**src/message_ring_fifo_partial_read_defines.svh**
```systemverilog
// ----------------------------------------------------------------------------
// Message ring queue: assertion macros
// Shared property forms used by the top level checks.
// ----------------------------------------------------------------------------
`ifndef MESSAGE_RING_FIFO_PARTIAL_READ_DEFINES_SVH
`define MESSAGE_RING_FIFO_PARTIAL_READ_DEFINES_SVH

// same-cycle implication, held off during reset
`define MRFPR_CHECK_NOW(label, ante, cons, msg) \
    label: assert property (@(posedge aclk) disable iff (!aresetn) (ante) |-> (cons)) \
        else $error(msg);

// next-cycle implication, held off during reset
`define MRFPR_CHECK_NEXT(label, ante, cons, msg) \
    label: assert property (@(posedge aclk) disable iff (!aresetn) (ante) |=> (cons)) \
        else $error(msg);

`endif

```
**src/mrfpr_pkg.sv**
```systemverilog
// ----------------------------------------------------------------------------
// Message ring queue package
// Sizes, stream field positions, opcodes and control types.
// ----------------------------------------------------------------------------
package mrfpr_pkg;

    // ring geometry (power-of-two slot count)
    localparam int DEPTH         = 16;
    localparam int PAYLOAD_BYTES = 8;
    localparam int PTR_W         = $clog2(DEPTH);
    localparam int CNT_W         = PTR_W + 1;
    localparam int DATA_W        = 8 * PAYLOAD_BYTES;
    localparam int LEN_W         = $clog2(PAYLOAD_BYTES + 1);
    localparam int OFF_W         = 3;
    localparam int SLOT_W        = DATA_W + LEN_W;

    // request and result field widths
    localparam int MLEN_W  = 8;
    localparam int LIMIT_W = 8;
    localparam int RCNT_W  = 4;
    localparam int CFG_W   = 4;
    localparam int OCC_W   = 5;
    localparam int IN_W    = MLEN_W + DATA_W + LIMIT_W;
    localparam int OUT_RAW = 1 + RCNT_W + DATA_W + OCC_W;
    localparam int OUT_W   = ((OUT_RAW + 7) / 8) * 8;

    localparam logic [CFG_W-1:0] CFG_RESET = CFG_W'(PAYLOAD_BYTES);

    // opcodes carried on s_tuser
    localparam logic OP_ENQ = 1'b0;
    localparam logic OP_DEQ = 1'b1;

    // controller to datapath
    typedef struct packed {
        logic simple_load;  // enqueue or trivial dequeue: load result without a slot read
        logic deq_issue;    // read head slot
        logic deq_commit;   // consume head bytes, load result
    } mrfpr_cmd_t;

    // datapath to controller
    typedef struct packed {
        logic deq_ok;       // nonzero limit and ring not empty
    } mrfpr_status_t;

    // low n bytes set
    function automatic logic [DATA_W-1:0] byte_mask(input logic [LEN_W-1:0] n);
        logic [DATA_W-1:0] m;
        m = '0;
        for (int b = 0; b < PAYLOAD_BYTES; b++) begin
            if (LEN_W'(b) < n) begin
                m[b*8 +: 8] = 8'hFF;
            end
        end
        return m;
    endfunction

endpackage

```
**src/mrfpr_ram.sv**
```systemverilog
// ----------------------------------------------------------------------------
// Generic simple dual-port RAM
// One write port, one read port with registered read data.
// ----------------------------------------------------------------------------
module mrfpr_ram #(
    parameter int WIDTH = 8,
    parameter int DEPTH = 16
) (
    input  logic                     aclk,
    input  logic                     we,
    input  logic [$clog2(DEPTH)-1:0] waddr,
    input  logic [WIDTH-1:0]         wdata,
    input  logic                     re,
    input  logic [$clog2(DEPTH)-1:0] raddr,
    output logic [WIDTH-1:0]         rdata
);

    logic [WIDTH-1:0] mem [DEPTH];

    // write port
    always_ff @(posedge aclk) begin
        if (we) begin
            mem[waddr] <= wdata;
        end
    end

    // registered read port
    always_ff @(posedge aclk) begin
        if (re) begin
            rdata <= mem[raddr];
        end
    end

endmodule

```
**src/mrfpr_ctrl.sv**
```systemverilog
// ----------------------------------------------------------------------------
// Message ring queue controller
// Request handshake, result valid and sequencing of the slot read.
// ----------------------------------------------------------------------------
module mrfpr_ctrl (
    input  logic                   aclk,
    input  logic                   aresetn,
    input  logic                   s_tvalid,
    output logic                   s_tready,
    input  logic                   s_tuser,
    output logic                   m_tvalid,
    input  logic                   m_tready,
    input  mrfpr_pkg::mrfpr_status_t status,
    output mrfpr_pkg::mrfpr_cmd_t    cmd
);
    import mrfpr_pkg::*;

    localparam logic ST_IDLE = 1'b0;
    localparam logic ST_READ = 1'b1;

    logic state_reg, state_next;
    logic valid_reg, valid_next;
    logic take;

    // room for a new request when idle and the result register is free or draining
    assign s_tready = (state_reg == ST_IDLE) && (!valid_reg || m_tready);
    assign take     = s_tvalid && s_tready;
    assign m_tvalid = valid_reg;

    // next state and commands
    always_comb begin
        state_next       = state_reg;
        valid_next       = valid_reg && !m_tready;
        cmd              = '0;
        case (state_reg)
            ST_IDLE: begin
                if (take) begin
                    if (s_tuser == OP_DEQ && status.deq_ok) begin
                        cmd.deq_issue = 1'b1;
                        state_next    = ST_READ;
                    end else begin
                        cmd.simple_load = 1'b1;
                        valid_next      = 1'b1;
                    end
                end
            end
            ST_READ: begin
                cmd.deq_commit = 1'b1;
                valid_next     = 1'b1;
                state_next     = ST_IDLE;
            end
            default: begin
                state_next = ST_IDLE;
            end
        endcase
    end

    always_ff @(posedge aclk) begin
        if (!aresetn) begin
            state_reg <= ST_IDLE;
            valid_reg <= 1'b0;
        end else begin
            state_reg <= state_next;
            valid_reg <= valid_next;
        end
    end

endmodule

```
**src/mrfpr_datapath.sv**
```systemverilog
// ----------------------------------------------------------------------------
// Message ring queue datapath
// Slot memory, ring pointers, head read offset and result registers.
// ----------------------------------------------------------------------------
module mrfpr_datapath (
    input  logic                                aclk,
    input  logic                                aresetn,
    input  logic                                cfg_we,
    input  logic [mrfpr_pkg::CFG_W-1:0]         cfg_wdata,
    input  logic                                op,
    input  logic [mrfpr_pkg::MLEN_W-1:0]        message_length,
    input  logic [mrfpr_pkg::DATA_W-1:0]        payload,
    input  logic [mrfpr_pkg::LIMIT_W-1:0]       read_limit,
    input  mrfpr_pkg::mrfpr_cmd_t               cmd,
    output mrfpr_pkg::mrfpr_status_t            status,
    output logic                                accepted,
    output logic [mrfpr_pkg::RCNT_W-1:0]        read_count,
    output logic [mrfpr_pkg::DATA_W-1:0]        read_data,
    output logic                                message_finished,
    output logic [mrfpr_pkg::OCC_W-1:0]         occupancy
);
    import mrfpr_pkg::*;

    logic [PTR_W-1:0]   rp_reg, rp_next;
    logic [PTR_W-1:0]   wp_reg, wp_next;
    logic [CNT_W-1:0]   cnt_reg, cnt_next;
    logic [OFF_W-1:0]   off_reg, off_next;
    logic [CFG_W-1:0]   cap_reg;
    logic [LIMIT_W-1:0] limit_reg;

    logic               acc_reg, acc_next;
    logic [RCNT_W-1:0]  rcnt_reg, rcnt_next;
    logic [DATA_W-1:0]  rdat_reg, rdat_next;
    logic               fin_reg, fin_next;
    logic [OCC_W-1:0]   occ_reg, occ_next;

    logic [CFG_W-1:0]   cap_eff;
    logic               enq_ok;
    logic               enq_store;
    logic [SLOT_W-1:0]  slot_wdata;
    logic [SLOT_W-1:0]  slot_rdata;
    logic [DATA_W-1:0]  head_payload;
    logic [LEN_W-1:0]   head_len;
    logic [LEN_W-1:0]   head_rem;
    logic [LEN_W-1:0]   take_n;
    logic [LEN_W-1:0]   rem_after;

    // enqueue admission: length within capped limit, ring not full
    assign cap_eff = (cap_reg > CFG_W'(PAYLOAD_BYTES)) ? CFG_W'(PAYLOAD_BYTES) : cap_reg;
    assign enq_ok  = (message_length <= MLEN_W'(cap_eff)) && (cnt_reg != CNT_W'(DEPTH));
    assign enq_store = cmd.simple_load && (op == OP_ENQ) && enq_ok;
    assign status.deq_ok = (read_limit != '0) && (cnt_reg != '0);

    // slot holds masked payload and message length
    assign slot_wdata = {message_length[LEN_W-1:0],
                         payload & byte_mask(message_length[LEN_W-1:0])};

    mrfpr_ram #(
        .WIDTH (SLOT_W),
        .DEPTH (DEPTH)
    ) u_slots (
        .aclk  (aclk),
        .we    (enq_store),
        .waddr (wp_reg),
        .wdata (slot_wdata),
        .re    (cmd.deq_issue),
        .raddr (rp_reg),
        .rdata (slot_rdata)
    );

    // head bytes left and bytes taken this access
    assign head_payload = slot_rdata[DATA_W-1:0];
    assign head_len     = slot_rdata[SLOT_W-1:DATA_W];
    assign head_rem     = head_len - LEN_W'(off_reg);
    assign take_n       = (limit_reg < LIMIT_W'(head_rem)) ? limit_reg[LEN_W-1:0] : head_rem;
    assign rem_after    = head_rem - take_n;

    // pointer, count, offset and result updates
    always_comb begin
        rp_next   = rp_reg;
        wp_next   = wp_reg;
        cnt_next  = cnt_reg;
        off_next  = off_reg;
        acc_next  = acc_reg;
        rcnt_next = rcnt_reg;
        rdat_next = rdat_reg;
        fin_next  = fin_reg;
        occ_next  = occ_reg;
        if (cmd.simple_load) begin
            if (enq_store) begin
                wp_next  = wp_reg + 1'b1;
                cnt_next = cnt_reg + 1'b1;
            end
            acc_next  = enq_store;
            rcnt_next = '0;
            rdat_next = '0;
            fin_next  = 1'b0;
            occ_next  = OCC_W'(cnt_next);
        end else if (cmd.deq_commit) begin
            rcnt_next = RCNT_W'(take_n);
            rdat_next = (head_payload >> {off_reg, 3'b000}) & byte_mask(take_n);
            acc_next  = 1'b0;
            if (rem_after == '0) begin
                off_next = '0;
                rp_next  = rp_reg + 1'b1;
                cnt_next = cnt_reg - 1'b1;
                fin_next = 1'b1;
            end else begin
                off_next = off_reg + take_n[OFF_W-1:0];
                fin_next = 1'b0;
            end
            occ_next = OCC_W'(cnt_next);
        end
    end

    // control state
    always_ff @(posedge aclk) begin
        if (!aresetn) begin
            rp_reg  <= '0;
            wp_reg  <= '0;
            cnt_reg <= '0;
            off_reg <= '0;
            cap_reg <= CFG_RESET;
        end else begin
            rp_reg  <= rp_next;
            wp_reg  <= wp_next;
            cnt_reg <= cnt_next;
            off_reg <= off_next;
            if (cfg_we) begin
                cap_reg <= cfg_wdata;
            end
        end
    end

    // request capture and result payload
    always_ff @(posedge aclk) begin
        if (cmd.deq_issue) begin
            limit_reg <= read_limit;
        end
        acc_reg  <= acc_next;
        rcnt_reg <= rcnt_next;
        rdat_reg <= rdat_next;
        fin_reg  <= fin_next;
        occ_reg  <= occ_next;
    end

    assign accepted         = acc_reg;
    assign read_count       = rcnt_reg;
    assign read_data        = rdat_reg;
    assign message_finished = fin_reg;
    assign occupancy        = occ_reg;

endmodule

```
**src/message_ring_fifo_partial_read.sv**
```systemverilog
// ----------------------------------------------------------------------------
// Message ring queue with partial reads
// Ring of message slots; enqueue stores a message, dequeue returns bytes of
// the head message and pops it once fully read.
// ----------------------------------------------------------------------------
//  channel   | direction | contents
//  s_*       | in        | tuser: operation; tdata: length, payload, read limit
//  m_*       | out       | tdata: accepted, count, data, occupancy; tlast: finished
//  cfg_*     | in        | max_message_bytes write
//
//  Enqueue, and a dequeue on an empty ring or with a zero limit, load the
//  result directly. A dequeue that reads the head first waits for the
//  registered slot memory read, then consumes bytes and loads the result.
//  A new request is taken while the previous result is being handed over.
//  Reset (aresetn low, synchronous) empties the ring; no memory sweep.
//  A stalled result blocks further requests.
// ----------------------------------------------------------------------------
`include "message_ring_fifo_partial_read_defines.svh"

module message_ring_fifo_partial_read (
    input  logic                          aclk,
    input  logic                          aresetn,
    // configuration
    input  logic                          cfg_we,
    input  logic [mrfpr_pkg::CFG_W-1:0]   cfg_wdata,  // max_message_bytes
    // requests
    input  logic                          s_tvalid,
    output logic                          s_tready,
    input  logic [mrfpr_pkg::IN_W-1:0]    s_tdata,    // message_length, payload, read_limit
    input  logic                          s_tuser,    // operation
    // results
    output logic                          m_tvalid,
    input  logic                          m_tready,
    output logic [mrfpr_pkg::OUT_W-1:0]   m_tdata,    // accepted, read_count, read_data,
                                                      // occupancy, zero fill
    output logic                          m_tlast     // message_finished
);
    import mrfpr_pkg::*;

    mrfpr_cmd_t    cmd;
    mrfpr_status_t status;

    logic                accepted;
    logic [RCNT_W-1:0]   read_count;
    logic [DATA_W-1:0]   read_data;
    logic [OCC_W-1:0]    occupancy;

    mrfpr_ctrl u_ctrl (
        .aclk     (aclk),
        .aresetn  (aresetn),
        .s_tvalid (s_tvalid),
        .s_tready (s_tready),
        .s_tuser  (s_tuser),
        .m_tvalid (m_tvalid),
        .m_tready (m_tready),
        .status   (status),
        .cmd      (cmd)
    );

    mrfpr_datapath u_datapath (
        .aclk             (aclk),
        .aresetn          (aresetn),
        .cfg_we           (cfg_we),
        .cfg_wdata        (cfg_wdata),
        .op               (s_tuser),
        .message_length   (s_tdata[MLEN_W-1:0]),
        .payload          (s_tdata[MLEN_W +: DATA_W]),
        .read_limit       (s_tdata[MLEN_W + DATA_W +: LIMIT_W]),
        .cmd              (cmd),
        .status           (status),
        .accepted         (accepted),
        .read_count       (read_count),
        .read_data        (read_data),
        .message_finished (m_tlast),
        .occupancy        (occupancy)
    );

    // result packing, first field lowest
    assign m_tdata = {(OUT_W - OUT_RAW)'(0), occupancy, read_data, read_count, accepted};

    // checks
    `MRFPR_CHECK_NEXT(a_head_read_blocks, s_tvalid && s_tready && s_tuser == OP_DEQ && status.deq_ok, !s_tready && !m_tvalid, "head read cycle overlapped another request")
    `MRFPR_CHECK_NOW(a_occ_bound, m_tvalid, occupancy <= OCC_W'(DEPTH), "occupancy beyond ring depth")
    `MRFPR_CHECK_NOW(a_fin_is_deq, m_tvalid && m_tlast, !accepted, "finished flag on an enqueue result")
    `MRFPR_CHECK_NOW(a_acc_is_enq, m_tvalid && accepted, read_count == '0 && occupancy != '0, "enqueue result with read bytes or empty ring")

endmodule
```
**config.mk**
```make
export PLATFORM = sky130hd
export DESIGN_NAME = message_ring_fifo_partial_read
export DESIGN_NICKNAME = d
export VERILOG_FILES = /design/src/mrfpr_pkg.sv /design/src/mrfpr_ram.sv /design/src/mrfpr_ctrl.sv /design/src/mrfpr_datapath.sv /design/src/message_ring_fifo_partial_read.sv
export VERILOG_INCLUDE_DIRS = /design/src /design/src/src
export SDC_FILE = /design/constraint.sdc
export NUM_CORES = 1
export LEC_CHECK = 0
export BUFFER_PORTS_ARGS = -buffer_cell sky130_fd_sc_hd__buf_2
export CORE_AREA = 5 5 338 340
export CTS_BUF_LIST = sky130_fd_sc_hd__clkbuf_4 sky130_fd_sc_hd__clkbuf_8
export DETAILED_ROUTE_END_ITERATION = 10
export DIE_AREA = 0 0 343 345
export GPL_TIMING_DRIVEN = 0
export PLACE_DENSITY = 0.72
export SYNTH_ARGS = -nofsm -noshare
export SYNTH_HDL_FRONTEND = slang
export SYNTH_HIERARCHICAL = 1
export SYNTH_SLANG_ARGS = --single-unit
```
**constraint.sdc**
```tcl
create_clock -name aclk -period 21.4 [get_ports aclk]
set_clock_uncertainty 0.1 [all_clocks]
set_input_delay 2.14 -clock aclk [delete_from_list [all_inputs] [get_ports aclk]]
set_output_delay 2.14 -clock aclk [all_outputs]
set_load 0.03 [all_outputs]
```
Yosys cells after proc, flatten, opt, wreduce, memory -nomap -nowiden
Memories as Yosys holds them, arrays and structs flattened. A register that Yosys moved wholly into a read port is not among the register bits.
Index checks and enable logic that the tools add are counted.
{"block": "word_totals", "mem_bits_rw": 1088, "ff_bits": 105, "inputBits": 90, "out_inout_bits": 83, "wordCells": 119, "n_memories": 1}
{"block": "classes", "n_shift": 1, "mux": 54, "magnitude_cmp": 19, "n_eq_ne": 1, "n_reduce_logical": 18, "add_sub_neg": 7, "n_bitwise": 5}
{"name": "u_datapath.u_slots.mem", "words": 16, "word_bits": 68, "read_ports": 1, "rd_ports_with_merged_regs": 1, "wr": 1, "line_no": "mrfpr_ram.sv:18", "rtl": "logic [WIDTH-1:0] mem [DEPTH];"}
{"operator": "8-bit 2-to-1 mux", "n": 32}
{"operator": "64-bit bitwise AND", "n": 2}
{"operator": "64-bit by 6-bit right shift with 64-bit output", "n": 1}
{"operator": "3-bit by 4-bit < comparator with 1-bit output (first input constant)", "n": 8}
{"operator": "5-bit 2-to-1 mux", "n": 4}
{"operator": "1-bit by 4-bit < comparator with 1-bit output (first input constant)", "n": 4}
{"operator": "2-bit by 4-bit < comparator with 1-bit output (first input constant)", "n": 4}
{"operator": "1-bit 2-to-1 mux", "n": 11}
{"operator": "4-bit by 1-bit adder with 4-bit output (second input constant)", "n": 2}
{"operator": "8-bit by 4-bit <= comparator with 1-bit output", "n": 1}
{"operator": "1-bit logical AND", "n": 8}
{"operator": "8-bit by 4-bit < comparator with 1-bit output", "n": 1}
{"operator": "4-bit 2-to-1 mux", "n": 2}
{"operator": "8-bit nonzero test", "n": 1}
{"operator": "5-bit by 1-bit adder with 5-bit output (second input constant)", "n": 1}
{"operator": "5-bit != test (second input constant)", "n": 1}
{"operator": "5-bit nonzero test", "n": 1}
{"operator": "5-bit by 1-bit subtractor with 5-bit output (second input constant)", "n": 1}
{"operator": "4-bit > comparator (second input constant)", "n": 1}
{"operator": "4-bit zero test", "n": 1}
{"operator": "2-bit 2-to-1 mux", "n": 2}
{"operator": "1-bit case mux with 2 select lines", "n": 2}
{"operator": "2-bit AND reduction", "n": 2}
{"operator": "4-bit by 3-bit subtractor with 4-bit output", "n": 1}
{"operator": "8 further kinds", "n": 11}

Depth between registers and ports, before layout
Gate-level depths: netlist (run 1).
{"block": "logic_depth", "word_depth": 10, "depth_mapped": 21, "depth_no_buf": 18}

Cells and area by module
The synthesis (run 1) kept the hierarchy.
{"module": "mrfpr_ram", "area_per_inst_um2": 42660.9, "n_inst": 1, "seq_area_each_um2": 34713.3, "cells_per_inst": 1750}
{"module": "mrfpr_datapath", "area_per_inst_um2": 6626.4, "n_inst": 1, "seq_area_each_um2": 2202.1, "cells_per_inst": 724}
{"module": "mrfpr_ctrl", "area_per_inst_um2": 117.6, "n_inst": 1, "seq_area_each_um2": 40.0, "cells_per_inst": 11}
{"module": "message_ring_fifo_partial_read", "area_per_inst_um2": 56.3, "n_inst": 1, "seq_area_each_um2": 0.0, "cells_per_inst": 8}

Worst setup path before layout (run 1)
Ideal clock, no wire load.
{"block": "synth_timing", "kind": "input to register", "from": "in s_tdata[73] in the netlist's numbering", "to": "mem u_datapath/u_slots/mem[0][0] in the netlist's numbering (enable)", "path_buffers": 0, "setup_time_ps": 578, "required_ps": 20722, "slack_ps": 11088, "t_arrival_ps": 9634, "path_stages": 10, "path_cell_list": "nor4_1 -> a22oi_1 -> a21boi_2 -> nor3b_1 -> or4b_1 -> a2111oi_2 -> nand2_1 -> inv_2 -> or3b_2 -> nor3_1"}
{"item": "from (decl)", "line_no": "message_ring_fifo_partial_read.sv:29", "rtl": "input logic [mrfpr_pkg::IN_W-1:0] s_tdata,"}
{"item": "to (decl)", "line_no": "mrfpr_ram.sv:18"}

==> flow_metrics.py, run 1 <==
metrics = {
    "finish": {
        "multi_input_area_mm2": 0.0119,
        "drive_gt1_share_pct": 29.9,
        "largest_register": "u_datapath/u_slots/mem",
        "seq_area_mm2": 0.0370,
        "syn2layout_area_growth_pct": 15.7,
        "fillers": 8637,
        "nets": 3035,
        "largest_register_ffs": 1088,
    },
    "detailed_routing": {
        "drt_iter0_drc": 2933,
        "routed_via_density": 5.83,
        "avgRoutedWirePerCell_um": 27.0,
        "vias": 26751,
        "routed_wirelength_mm": 124,
        "drc": 0,
        "ant_nets": 0,
        "firstDrtPassIters": 5,
    },
    "pwr": {
        "netSwitchingFraction_pct": 24.3,
        "sequentialPowerShare_pct": 54.7,
        "p_sw_mw": 1.25,
        "leakagePower_nw": 17.9,
        "pwr-share-clk_pct": 36.5,
        "intPower_mw": 3.90,
        "p_comb_share_pct": 8.8,
        "vdd_drop_max_uv": 45.5,
        "power.density_mw_per_mm2": 90.1,
    },
    "synth": {
        "synth_xor_area_share_pct": 0.228,
        "yosysMostFrequentCell": "edfxtp_1",
        "synth_edf_count": 1170,
        "synth_cell_types": 70,
        "async_reset_ff_share_pct": 0,
        "synth_top_area_cell": "edfxtp_1",
        "synth_top_family_by_area": "multiplexers",
        "synth_seq_cells": 1261,
        "synthCells": 2493,
        "yosysWarnings": 6,
        "avgSynthCellArea_um2": 19.8,
        "synth_compound_area_share_pct": 4.82,
        "netlist_top_cells_count": "edfxtp_1, mux4_2, a22oi_1, nand2_1, dfxtp_1",
        "yosysSeqAreaShare_pct": 74.7,
        "synth_flop_cell": "edfxtp_1",
        "synthMuxAreaShare_pct": 14.8,
        "synth_area_mm2": 0.0495,
        "synth_adder_area_share_pct": 0.460,
        "synth_top_area_share_pct": 71.0,
        "synthTopCellsByArea": "edfxtp_1, mux4_2, dfxtp_1",
        "synthSimpleGateAreaFrac_pct": 3.47,
    },
    "global_route": {
        "grt_pass1_wl_mm": 183,
        "grt_pass1_vias": 27294,
        "grt_max_degree": 26,
        "grt_overflow": 0,
        "antenna_found_initial": 19,
        "globalRouteTotalUtil_pct": 20.9,
    },
    "critical_path": {
        "criticalPathCategory": "input pin to register",
        "end_kind": "register",
        "required_ns": 21.83,
        "cp-start-kind": "input pin",
        "critical_path_arrival_ns": 7.85,
        "path_max_fanout": 11,
    },
    "timing": {
        "tns_ns": 0,
        "finalCritPeriodShare_pct": 34.7,
        "setup_viol": 0,
        "hold_slack_ns": 0.350,
        "hold_violations": 0,
        "fmax_ghz": 0.135,
        "fin_crit_ns": 7.42,
        "tightest_slew_ns": 1.30,
        "drv_slew": 0,
        "rsz0062_at_grt": "no",
        "relSlewSlack_pct": 12.7,
    },
    "die": {
        "pin_count": 173,
        "rows": 123,
        "die_h_um": 345,
        "core_mm2": 0.111,
        "die_area_mm2": 0.118,
        "die_x_um": 343,
        "start_util_pct": 44.5,
    },
    "clocking": {
        "clock_sinks": 1261,
        "root_buffer": "clkbuf_8",
        "htreeDepth": 4,
        "path_clk_slew_ns": 0.06,
        "tritoncts": "yes",
        "hold_buffers": 0,
        "post-cts-setup-buffer-count": 0,
        "cts_resized": 0,
        "cts_buffers": 183,
        "ctsLongestPathBuffers": 3,
        "insertion_delay_ns": 0.84,
    },
    "run_status": {
        "status": "completed",
    },
    "place": {
        "portBuffers": 165,
        "place_congestion": 0.873,
        "dpl.hpwl_mm": 83.7,
    },
    "run": {
        "maxCapViolCount": 0,
    },
    "min_path": {
        "hp-class": "register to register",
    },
}
==> stage by stage <==
step	setup slack, ns	cells	power [mW]	area, um2	util (%)
after CTS	14.10	4582	5.19	57200	51.4
after floorplan	11.09	2498	3.15	49500	-
final	13.98	4592	5.16	57200	51.4
after global routing	13.69	4584	5.35	57200	51.4
after global placement	4.72	4163	3.31	52200	46.9
after detailed placement	13.23	4243	3.32	53600	48.2
==> placed cells by master, fill, tap and decap left out, types with 8 or more instances in the layout <==
cell,Yosys,layout
o21ai_0,43,43
and2_1,25,25
inv_1,16,16
clkinv_1,1,56
buf_12,0,30
nor3_1,17,11
a22o_1,30,30
clkbuf_8,0,187
diode_2,0,10
nand2_1,135,135
buf_4,18,20
nand2b_1,14,14
a22oi_1,140,140
clkinv_2,0,15
clkbuf_4,0,62
nor2_1,38,26
clkbuf_1,85,85
buf_1,10,10
buf_6,1,37
a211oi_1,16,15
a21oi_1,27,27
nand4_1,10,10
ha_1,15,15
mux2i_1,65,65
dfxtp_1,91,91
buf_2,31,196
nand3_1,13,13
o21ai_2,8,8
mux4_2,293,293
o211ai_1,14,14
edfxtp_1,1170,1170
nor2b_1,66,66
nor2_4,0,12
==> layer usage <==
layer | GRT usage (%) | vias to the layer above | wire, um
met5 | 0 | - | 108
met4 | 7.42 | 16 | 4340
met3 | 4.89 | 248 | 12900
met2 | 32.7 | 1513 | 58400
met1 | 29.0 | 13747 | 48100
li1 | - | 11227 | -
==> power groups by stage <==
stage | clock network (mW) | logic (mW) | registers, mW
after floorplan | 0 | 0.248 | 2.90
after global placement | 0 | 0.434 | 2.88
after detailed placement | 0 | 0.452 | 2.87
after CTS | 1.91 | 0.454 | 2.82
after global routing | 2.04 | 0.491 | 2.82
final | 1.88 | 0.456 | 2.82
==> area by class of cell <==
cell class                 count  share of cell area [%]
sequential                  1261                    64.6
multi-input combinational   1073                    20.8
clock buffer                 249                    5.31
timing repair buffer         245                    3.67
tap                         1500                    3.28
buffer                       146                    1.16
clock inverter                90                   0.995
inverter                      18                   0.118
antenna                       10                  0.0437
==> path summary, 6_finish.rpt <==
path / slack (ns) / depth (start not counted) / to / startpoint
worst max-delay path: 13.98 / 17 / u_datapath/u_slots/mem[4][29] / s_tdata[73]
worst min-delay path: 0.35 / 2 / u_datapath/read_data[6] / u_datapath/read_data[6]
worst max register to register: 14.53 / 19 / u_datapath/u_slots/mem[4][29] / u_datapath/cnt_reg[1]
worst min register to register: 0.35 / 2 / u_datapath/read_data[6] / u_datapath/read_data[6]
==> kinds of logic after synthesis <==
kind of cell	Yosys count
DFF	1261
muxes	365
and+or+nand+nor	343
AOI/OAI and AO/OA	330
buffers and inverters	164
adders and majority gates	17
xor gates and xnor gates	12
other	1
==> worst max-delay path: stages <==
cell and delay (ns):
buf_2 0.11, nor4_1 0.41, a22oi_1 0.17, a21boi_2 0.17, nor3b_1 0.81, or4b_1 0.54
a2111oi_2 0.79, nand2_1 0.31, inv_2 0.26, nand3b_1 0.36, nor3_2 0.69, buf_6 0.24
buf_8 0.16, buf_8 0.16, buf_6 0.17, buf_6 0.17, buf_6 0.17
(Power assumes the default switching activity.)
==> run 2: changes to the inputs <==
Clock period 21.4 ns to 7.8 ns, I/O delays scaled along.
==> run 2 against run 1 <==
Net effect: register-to-register slack worse by 14 ns; power increased to 2.8 times the previous value; hold slack got worse by 0.26 ns; sequential share of layout area down 0.29 points; sequential power rose to 2.7 times the previous value; via count is 0.32% higher; global-route usage about the same; sequential cell count did not move; count of clock-buffer cells in the layout up 15; critical endpoint is now u_datapath/message_finished; highest routed layer unchanged.
==> flow_metrics.py, run 2 (synthesis results as in run 1) <==
metrics = {
    "run_status": {
        "status": "completed",
    },
    "die": {
        "start_util_pct": 44.5,
        "die_x_um": 343,
        "core_mm2": 0.111,
        "die_area_mm2": 0.118,
        "pin_count": 173,
        "rows": 123,
        "die_h_um": 345,
    },
    "clocking": {
        "cts_resized": 0,
        "path_clk_slew_ns": 0.06,
        "cts_buffers": 185,
        "post-cts-setup-buffer-count": 0,
        "tritoncts": "yes",
        "htreeDepth": 4,
        "clock_sinks": 1261,
        "root_buffer": "clkbuf_8",
        "insertion_delay_ns": 0.86,
        "ctsLongestPathBuffers": 3,
    },
    "timing": {
        "drv_slew": 0,
        "hold_slack_ns": 0.0908,
        "relSlewSlack_pct": 19.3,
        "fmax_ghz": 0.147,
        "tightest_slew_ns": 1.21,
        "rsz0062_at_grt": "no",
        "finalCritPeriodShare_pct": 86.9,
        "fin_crit_ns": 6.78,
        "setup_viol": 0,
        "hold_violations": 0,
    },
    "finish": {
        "stdcell_count": 4571,
        "largest_register": "u_datapath/u_slots/mem",
        "largest_register_ffs": 1088,
        "multi_input_area_mm2": 0.0120,
        "layout_common_cells": "edfxtp_1, mux4_2, buf_2",
        "seq_area_mm2": 0.0370,
        "drive_gt1_share_pct": 30.0,
        "syn2layout_area_growth_pct": 16.2,
        "layout_commonest_cell": "edfxtp_1",
        "nets": 3033,
        "fillers": 8515,
        "finalInstanceArea_mm2": 0.0575,
    },
    "critical_path": {
        "slowest_stage": "buf_1",
        "cpPeakStageDelay_ns": 0.65,
        "criticalPathCategory": "register to register",
        "crit_top_cell": "ha_1",
        "critical_path_arrival_ns": 7.47,
        "r2r-end": "u_datapath/message_finished",
        "required_ns": 8.49,
        "rr_worst_depth": 21,
        "cp-start-kind": "register",
        "cp_cell_sequence": "clkbuf_1 -> inv_1 -> clkbuf_1 -> buf_1 -> ha_1 -> and3b_1 -> nor2_1 -> xor2_1 -> inv_1 -> ha_1 -> or4_4 -> nor2_2 -> nand3_1 -> mux2i_1 -> ha_1 -> nor2_1 -> mux2_2 -> nand2_1 -> o21ai_0 -> or4b_1 -> a21oi_1",
        "reg2reg_setup_slack_ns": 1.02,
        "path_max_fanout": 10,
        "end_kind": "register",
        "rr_startpoint": "u_datapath/off_reg[2]",
    },
    "place": {
        "portBuffers": 165,
        "dpl.hpwl_mm": 83.4,
        "place_congestion": 0.870,
        "place_area_mm2": 0.0537,
        "dp_cells": 4230,
    },
    "detailed_routing": {
        "ant_nets": 0,
        "drt_iter0_drc": 2926,
        "routed_via_density": 5.87,
        "routed_wirelength_mm": 125,
        "avgRoutedWirePerCell_um": 27.3,
        "vias": 26837,
        "firstDrtPassIters": 6,
        "drc": 0,
    },
    "global_route": {
        "antenna_found_initial": 12,
        "grt_pass1_vias": 26929,
        "grt_pass1_wl_mm": 182,
        "globalRouteTotalUtil_pct": 20.9,
        "grt_overflow": 0,
        "grt_max_degree": 25,
    },
    "min_path": {
        "whs_path_depth": 3,
        "worstHoldEndpoint": "u_datapath/cap_reg[2]",
        "min_from": "cfg_wdata[2]",
        "hp-class": "input pin to register",
    },
    "pwr": {
        "power.density_mw_per_mm2": 247,
        "vdd_drop_max_uv": 177,
        "leakagePower_nw": 18.0,
    },
    "run": {
        "maxCapViolCount": 0,
    },
}
-- run 2: changes by cell type in the layout (fill, tap and decap cells not counted), moves of 2 or more --
cell | previous run | this run
buf_12 | 30 | 28
buf_16 | 6 | 22
buf_4 | 20 | 22
buf_6 | 37 | 7
clkbuf_4 | 62 | 70
clkbuf_8 | 187 | 194
clkinv_1 | 56 | 32
clkinv_8 | 0 | 6
clkinvlp_4 | 5 | 1
diode_2 | 10 | 5
dlygate4sd3_1 | 0 | 9
inv_6 | 5 | 2
nor3_2 | 6 | 2
nor3_4 | 0 | 4
-- run 2: metrics by stage --
step	power, mW	util (%)	worst slack (ns)	TNS [ns]
global route	14.7	51.7	0.585	0
global placement	9.09	46.9	-3.89	-3849.99
detailed placement	9.12	48.3	1.12	0
floorplan	8.64	-	0.690	0
finish	14.2	51.7	1.02	0
CTS	14.3	51.7	1.09	0
-- run 2: how the worst max path moves through the flow --
stage	from	endpoint	slack, ns	cells after the start
2_1_floorplan	s_tdata[77]	u_datapath/u_slots/mem[1][0]	0.69	10
3_3_place_gp	s_tdata[73]	u_datapath/u_slots/mem[3][24]	-3.89	11
3_5_place_dp	u_datapath/off_reg[2]	u_datapath/message_finished	1.12	21
4_1_cts	u_datapath/off_reg[2]	u_datapath/message_finished	1.09	21
5_1_grt	u_datapath/off_reg[2]	u_datapath/message_finished	0.58	21
6_report	u_datapath/off_reg[2]	u_datapath/message_finished	1.02	21
-- run 2: per-layer routing --
metal	vias up	GRT usage (%)	wire length (um)
li1	11211	-	-
met1	13839	29.3	48800
met2	1550	32.3	58900
met3	225	4.86	12900
met4	12	7.44	4010
met5	-	0	82
-- run 2: where the power goes --
part	internal, mW	total (mW)	switching (mW)
logic	0.418	1.25	0.834
clock network	2.78	5.22	2.44
registers	7.58	7.74	0.158
-- run 2: worst max-delay path: cells and delay by family (launching register included) --
| kind | cells | cell delay (ns) |
|---|---|---|
| adder cells (fa/ha/maj) | 3 | 0.88 |
| buffers and inverters | 5 | 1.63 |
| flip-flops | 1 | 0.30 |
| multiplexers | 2 | 0.71 |
| XOR/XNOR | 1 | 0.53 |
| AO/OA/AOI/OAI | 2 | 0.38 |
| AND/OR/NAND/NOR | 8 | 2.16 |
-- run 2: final cells by class --
type                    instances  share of cell area (%)
inverters                      18                   0.118
clock buffers                 264                    5.56
plain buffers                 146                    1.15
diodes                          5                  0.0218
multi-input cells            1073                    20.8
flip-flops and latches       1261                    64.3
clock inverters                63                   0.834
well taps                    1500                    3.26
repair buffers                241                    3.97
-- run 2: repair_timing --
action / 4_1_cts / 5_1_grt
hold buffers: 9 / 0
endpoints found under the hold margin: 9 / 0
setup endpoints to repair: 0 / 0
